## config.mk

```make
export PLATFORM = sky130hd
export DESIGN_NAME = frame_diff_histogram_core
export DESIGN_NICKNAME = d
export VERILOG_FILES = /design/src/rtl/core/fdh_pkg.sv /design/src/rtl/core/frame_diff_histogram_core.sv
export SDC_FILE = /design/constraint.sdc
export NUM_CORES = 1
export LEC_CHECK = 0
export ABC_AREA = 1
export BUFFER_PORTS_ARGS = -buffer_cell sky130_fd_sc_hd__buf_4
export CAP_MARGIN = 20
export CORE_UTILIZATION = 63
export DETAILED_ROUTE_END_ITERATION = 10
export PLACE_DENSITY = 0.88
export SLEW_MARGIN = 25
export SYNTH_ARGS = -nofsm -noshare
export SYNTH_HDL_FRONTEND = slang
export SYNTH_SLANG_ARGS = --single-unit
```

## constraint.sdc

```tcl
create_clock -name clk -period 7.95 [get_ports clk]
set_clock_uncertainty 0.2 [all_clocks]
set_input_delay 2.385 -clock clk [delete_from_list [all_inputs] [get_ports clk]]
set_output_delay 2.385 -clock clk [all_outputs]
set_load 0.02 [all_outputs]
```

## src/rtl/core/fdh_pkg.sv

```systemverilog
package fdh_pkg;

  localparam int unsigned BIN_COUNT_DEF    = 33;
  localparam int unsigned MAX_FRAME_PIXELS = 524288;

  localparam int unsigned PIX_W     = 8;
  localparam int unsigned COUNT_W   = 20;
  localparam int unsigned BIN_IDX_W = 6;

  localparam int unsigned COUNT_MAX = (1 << COUNT_W) - 1;
  localparam logic [COUNT_W-1:0] SAT_LIMIT =
      COUNT_W'((MAX_FRAME_PIXELS < COUNT_MAX) ? MAX_FRAME_PIXELS : COUNT_MAX);

  localparam logic [PIX_W-1:0] SHADE_ZERO = 8'd255;
  localparam logic [PIX_W-1:0] SHADE_BASE = 8'd32;
  localparam logic [PIX_W-1:0] SHADE_GAIN = 8'd7;

  // result kind carried on m_tuser
  localparam logic KIND_SHADE = 1'b0;
  localparam logic KIND_BIN   = 1'b1;

  localparam int unsigned S_DATA_W = 16;
  localparam int unsigned M_DATA_W = 40;

endpackage

```

## src/rtl/core/frame_diff_histogram_core.sv

```systemverilog
// A pixel's shade transfer passes through stage 1 and then the output register.
// Throughput: 1 pixel pair per cycle unless stalled, set by one read-modify-write pass with forwarding.
// A frame_end pixel starts a readout of all BIN_COUNT bins through the same memory port,
//   during which s_tready is low; output stalls hold the whole pipeline.
// Reset (rst, synchronous): clears control and the per-bin valid bits, so every
//   bin reads as zero at once; no clearing pass.
module frame_diff_histogram_core #(
  parameter int unsigned BIN_COUNT = fdh_pkg::BIN_COUNT_DEF
) (
  input  logic                          clk,
  input  logic                          rst,
  input  logic                          s_tvalid,
  output logic                          s_tready,
  input  logic [fdh_pkg::S_DATA_W-1:0]  s_tdata,  // pixel_a[7:0], pixel_b[15:8]
  input  logic                          s_tlast,  // frame_end
  output logic                          m_tvalid,
  input  logic                          m_tready,
  output logic [fdh_pkg::M_DATA_W-1:0]  m_tdata,  // shade[7:0], bin_index[13:8],
                                                  // bin_count[33:14], zero fill
  output logic                          m_tuser,  // result_kind
  output logic                          m_tlast   // run_last
);
  import fdh_pkg::*;

  localparam int unsigned IDX_W = $clog2(BIN_COUNT);
  localparam logic [IDX_W-1:0] LAST_IDX = IDX_W'(BIN_COUNT - 1);

  // bin memory
  logic [COUNT_W-1:0] mem [BIN_COUNT];
  logic [COUNT_W-1:0] mem_q;
  logic [BIN_COUNT-1:0] vld;
  logic               vld_q;

  // stage 1 (memory read in flight)
  logic             s1_valid;
  logic             s1_bin;
  logic [IDX_W-1:0] s1_addr;
  logic             s1_run_last;
  logic             s1_cnt_ok;
  logic [PIX_W-1:0] s1_shade;

  // readout sequencer
  logic             gen_busy;
  logic [IDX_W-1:0] gen_idx;

  // previous write, for forwarding
  logic               wr_valid_q;
  logic [IDX_W-1:0]   wr_addr_q;
  logic [COUNT_W-1:0] wr_data_q;

  // output register
  logic [PIX_W-1:0]     out_shade;
  logic [BIN_IDX_W-1:0] out_idx;
  logic [COUNT_W-1:0]   out_count;

  logic               adv;
  logic               in_fire;
  logic [PIX_W-1:0]   pix_a;
  logic [PIX_W-1:0]   pix_b;
  logic [PIX_W-1:0]   diff;
  logic               in_cnt_ok;
  logic [PIX_W-1:0]   in_shade;
  logic [IDX_W-1:0]   rd_addr;
  logic [COUNT_W-1:0] cur;
  logic               wr_en;
  logic [COUNT_W-1:0] wr_data;

  assign adv      = !m_tvalid || m_tready;
  assign s_tready = adv && !gen_busy;
  assign in_fire  = s_tvalid && s_tready;

  assign pix_a     = s_tdata[PIX_W-1:0];
  assign pix_b     = s_tdata[2*PIX_W-1:PIX_W];
  assign diff      = (pix_a > pix_b) ? (pix_a - pix_b) : (pix_b - pix_a);
  assign in_cnt_ok = (9'(diff) < 9'(BIN_COUNT));
  assign in_shade  = (diff == '0) ? SHADE_ZERO : 8'((SHADE_BASE - diff) * SHADE_GAIN);

  // re-read the held entry while stalled so the read data stays current
  always_comb begin
    if (!adv) begin
      rd_addr = s1_addr;
    end else if (gen_busy) begin
      rd_addr = gen_idx;
    end else begin
      rd_addr = IDX_W'(diff);
    end
  end

  always_comb begin
    if (wr_valid_q && (wr_addr_q == s1_addr)) begin
      cur = wr_data_q;
    end else if (vld_q) begin
      cur = mem_q;
    end else begin
      cur = '0;
    end
  end

  assign wr_en   = adv && s1_valid && (s1_bin || s1_cnt_ok);
  assign wr_data = s1_bin ? '0 : ((cur >= SAT_LIMIT) ? cur : cur + 1'b1);

  always_ff @(posedge clk) begin
    if (wr_en) begin
      mem[s1_addr] <= wr_data;
    end
    mem_q <= mem[rd_addr];
  end

  always_ff @(posedge clk) begin
    if (rst) begin
      vld <= '0;
    end else if (wr_en) begin
      vld[s1_addr] <= 1'b1;
    end
  end

  always_ff @(posedge clk) begin
    vld_q <= vld[rd_addr];
  end

  always_ff @(posedge clk) begin
    if (rst) begin
      wr_valid_q <= 1'b0;
    end else begin
      wr_valid_q <= wr_en;
    end
    wr_addr_q <= s1_addr;
    wr_data_q <= wr_data;
  end

  // readout sequencer and stage 1
  always_ff @(posedge clk) begin
    if (rst) begin
      gen_busy <= 1'b0;
      gen_idx  <= '0;
      s1_valid <= 1'b0;
    end else if (adv) begin
      if (gen_busy) begin
        s1_valid    <= 1'b1;
        s1_bin      <= 1'b1;
        s1_addr     <= gen_idx;
        s1_run_last <= (gen_idx == LAST_IDX);
        s1_cnt_ok   <= 1'b0;
        s1_shade    <= '0;
        if (gen_idx == LAST_IDX) begin
          gen_busy <= 1'b0;
          gen_idx  <= '0;
        end else begin
          gen_idx <= gen_idx + 1'b1;
        end
      end else if (in_fire) begin
        s1_valid    <= 1'b1;
        s1_bin      <= 1'b0;
        s1_addr     <= IDX_W'(diff);
        s1_run_last <= !s_tlast;
        s1_cnt_ok   <= in_cnt_ok;
        s1_shade    <= in_shade;
        if (s_tlast) begin
          gen_busy <= 1'b1;
          gen_idx  <= '0;
        end
      end else begin
        s1_valid <= 1'b0;
      end
    end
  end

  // output register
  always_ff @(posedge clk) begin
    if (rst) begin
      m_tvalid <= 1'b0;
    end else if (adv) begin
      m_tvalid <= s1_valid;
    end
    if (adv) begin
      m_tuser   <= s1_bin ? KIND_BIN : KIND_SHADE;
      m_tlast   <= s1_run_last;
      out_shade <= s1_bin ? '0 : s1_shade;
      out_idx   <= s1_bin ? BIN_IDX_W'(s1_addr) : '0;
      out_count <= s1_bin ? cur : '0;
    end
  end

  assign m_tdata = {(M_DATA_W - PIX_W - BIN_IDX_W - COUNT_W)'(0), out_count, out_idx,
                    out_shade};

endmodule

```

==> flow_summary.ini <==
[cells_and_area]
nNetsFinal = 3140
final_cell_mix = 713 x edfxtp_1, 703 x nand2_1, 357 x inv_1
layout_commonest_cell = edfxtp_1
synthToLayoutAreaGrowth_pct = 10.62
drive_gt1_share_pct = 20.60
diodes = 0

[routing]
wl_met3_um = 8895
drtIter0Drc = 2834
via_count = 23490
drt-total-wl_um = 87880
dr.pass1.iters = 6
wl_met1_um = 30310
highest_layer = met4
viasPerCell = 6.031
drc = 0
routedWlPerCell_um = 22.57
antenna_left = 0
routed-wl-met2_um = 43660

[sta]
setup-violations-final = 0
final_hold_viol_count = 0
min_period_ps = 6264
hold_ws_ps = 233.8
timing.final.crit_share_pct = 78.80
tightest_slew_ps = 1098
max_freq_mhz = 159.6
final.setup.tns_ps = 0
grt_setup_unrepaired = no
slew_headroom_pct = 26.54
report.final.slew_viol_count = 0
fin_ws_ps = 1686

[floorplanning]
initial_utilization_pct = 64.14
boundaryPins = 65
die-area_um2 = 57370
die_height_um = 239.5
coreArea_um2 = 55420
die_w_um = 239.5
row_count = 86

[synth]
synth_compound_area_share_pct = 1.922
synth_seq_cells = 803
synth_top_family_by_area = simple AND/OR/NAND/NOR gates
yosysTopAreaCell = edfxtp_1
ys.flop_type = edfxtp_1
ys_types = 53
ys_seq_area_share_pct = 65.31
yosys_warnings = 0
synth.area.mux_share_pct = 10.35
synth-edff-count = 713
synth-simple-area-share_pct = 14.74
synthesis.area_um2 = 35540
synth_xor_area_share_pct = 0.4154
yosys.area.top_type_share_pct = 60.24
synthArstFlopShare_pct = 0
synth_cells = 3018
synth.top_cells.by_area = edfxtp_1 60%, mux2_2 9.7%, nand2_1 7.4%, dfxtp_1 5.1%, nand3_1 4.0%
syn_avg_cell_area_um2 = 11.78
synth_fa_ha_area_share_pct = 1.267

[setup_path]
worstSetupStartpointType = input pin
cp_max_fo = 6
crit_type = in -> reg
critPathArrivalTime_ps = 6420
rrSetupSlack_ps = 3490
cp.required_ps = 8100
r2r_end = mem[4][18]
crit_path_end_kind = register
worstRegToRegCells = 15
r2r_start = s1_addr[1]

[power_and_ir_drop]
p_total_uw = 10520
power_density_nw_per_um2 = 267.7
power_leakage_uw = 0.01548
max-vdd-ir-drop_mv = 0.1682

[run_status]
status = complete, no violations

[grt]
grt_pass1_vias = 23920
track_usage_pct = 30.76
grt_pass1_wl_um = 132600
antenna_found_initial = 0
overflow = 0
grt_max_degree = 107

[clock_network]
clk-insertion-delay-late_ps = 620
cts_setup_buffers = 0
cts_buffers = 76
cts_resized = 0
clkTransAtPathRegs_ps = 60
cts.sinks = 803
cts-root-buf = clkbuf_16
ctsHoldBuffers = 0
cts_tree = done
cts_buffer_depth = 3
h-tree-depth = 3

[place]
dp_slack_ps = 1079
dpl.hpwl_um = 50410
io_buffer_count = 58
place_congestion = 0.9722

[min_path]
min_path_cells = 0
hold_class = reg -> reg
hp-start = s1_run_last
hold_end = m_tlast

[job]
cap_violations = 0
## cell type report
class                      instances  area, µm²
sequential                       803      23210
fill                            3352      16100
multi-input combinational       1721      10440
clock buffer                      98       2078
inverter                         362       1360
timing repair buffer             122       1011
tap                              748      935.9
clock inverter                    40      277.8
## worst max-delay path by stage
stage | from | endpoint
after floorplan | s_tdata[0] | s1_shade[7]
after global placement | s_tdata[0] | s1_shade[7]
after detailed placement | s_tdata[0] | s1_shade[7]
after CTS | s_tdata[0] | s1_shade[7]
after global routing | s_tdata[0] | s1_shade[7]
final | s_tdata[0] | s1_shade[7]
## critical path, stage by stage
cell     delay [ps]
buf_4           110
inv_1            50
ha_1            140
inv_1            70
fa_1            440
nand2_1          90
nand2_1          50
nand3_1          90
nand2_2         120
nand3_1         140
nand2_1         150
ha_1            240
or2_2           290
nand2_1         130
inv_1            90
fa_1            530
ha_1            300
nand3_1          60
and2_1          170
nor2_1          130
o21ai_0         100
nand2_1          80
xor2_1          190
nand3_1         100
nand3_1          80
nand2_1          60
## layer usage
layer	vias up	track usage, %
met5	-	0
met4	0	18.08
met3	354	5.313
met2	1556	52.31
met1	11220	36.87
li1	10350	-
## synth_stat cells, types with 2 or more instances
cell type and n:
xnor2_1 3, o211ai_1 3, mux2i_1 22, inv_2 3, o21ai_1 18, o21a_1 2, a21o_1 2, clkbuf_1 26
ha_1 28, nand3_1 285, xor2_1 12, nor4_1 4, inv_1 358, nand3_2 2, nand4_2 4, buf_2 71
o21ai_4 2, dfxtp_1 90, buf_4 34, a21oi_2 2, fa_1 5, nor3_1 16, buf_6 4, o21bai_1 4
o21ai_2 12, nand4_1 12, a31oi_1 2, nor2_2 9, a21oi_1 39, nor2_4 5, nand2_4 4, nand2_1 704
nor2_1 152, nand2_2 17, edfxtp_1 713, o21ai_0 25, or2_2 2, mux2_2 307
## power breakdown
group / leakage (µW) / switching [µW] / internal (µW)
clock: 0.00116 / 1540 / 1950
sequential: 0.00746 / 64.1 / 4800
combinational: 0.00687 / 1480 / 694
total: 0.0155 / 3080 / 7440
## cell families after synthesis
logic type,after synthesis
AOI/OAI and AO/OA,114
xor gates and xnor gates,16
adders and majority gates,33
buffers and inverters,499
DFF,803
muxes,329
other,1
and+or+nand+nor,1223
## flip-flops by register name, summed over array words and instances (netlist names)
signal,cells
wr_valid_q,1
vld,33
gen_idx,6
vld_q,1
m_tvalid,1
gen_busy,1
s1_valid,1
mem_q,20
out_count,20
m_tuser,1
s1_cnt_ok,1
out_shade,8
s1_run_last,1
wr_data_q,20
s1_shade,8
m_tlast,1
wr_addr_q,6
out_idx,6
mem,660
s1_addr,6
s1_bin,1
## through the flow
step	cell area (µm²)	std cells	utilization, %
3_3_place_gp	36940	3755	66.66
3_5_place_dp	36960	3756	66.70
4_1_cts	39320	3894	70.95
5_1_grt	39320	3894	70.95
6_report	39320	3894	70.95
2_1_floorplan	35560	3023	-
No activity file was read; power rests on OpenSTA's default activity.
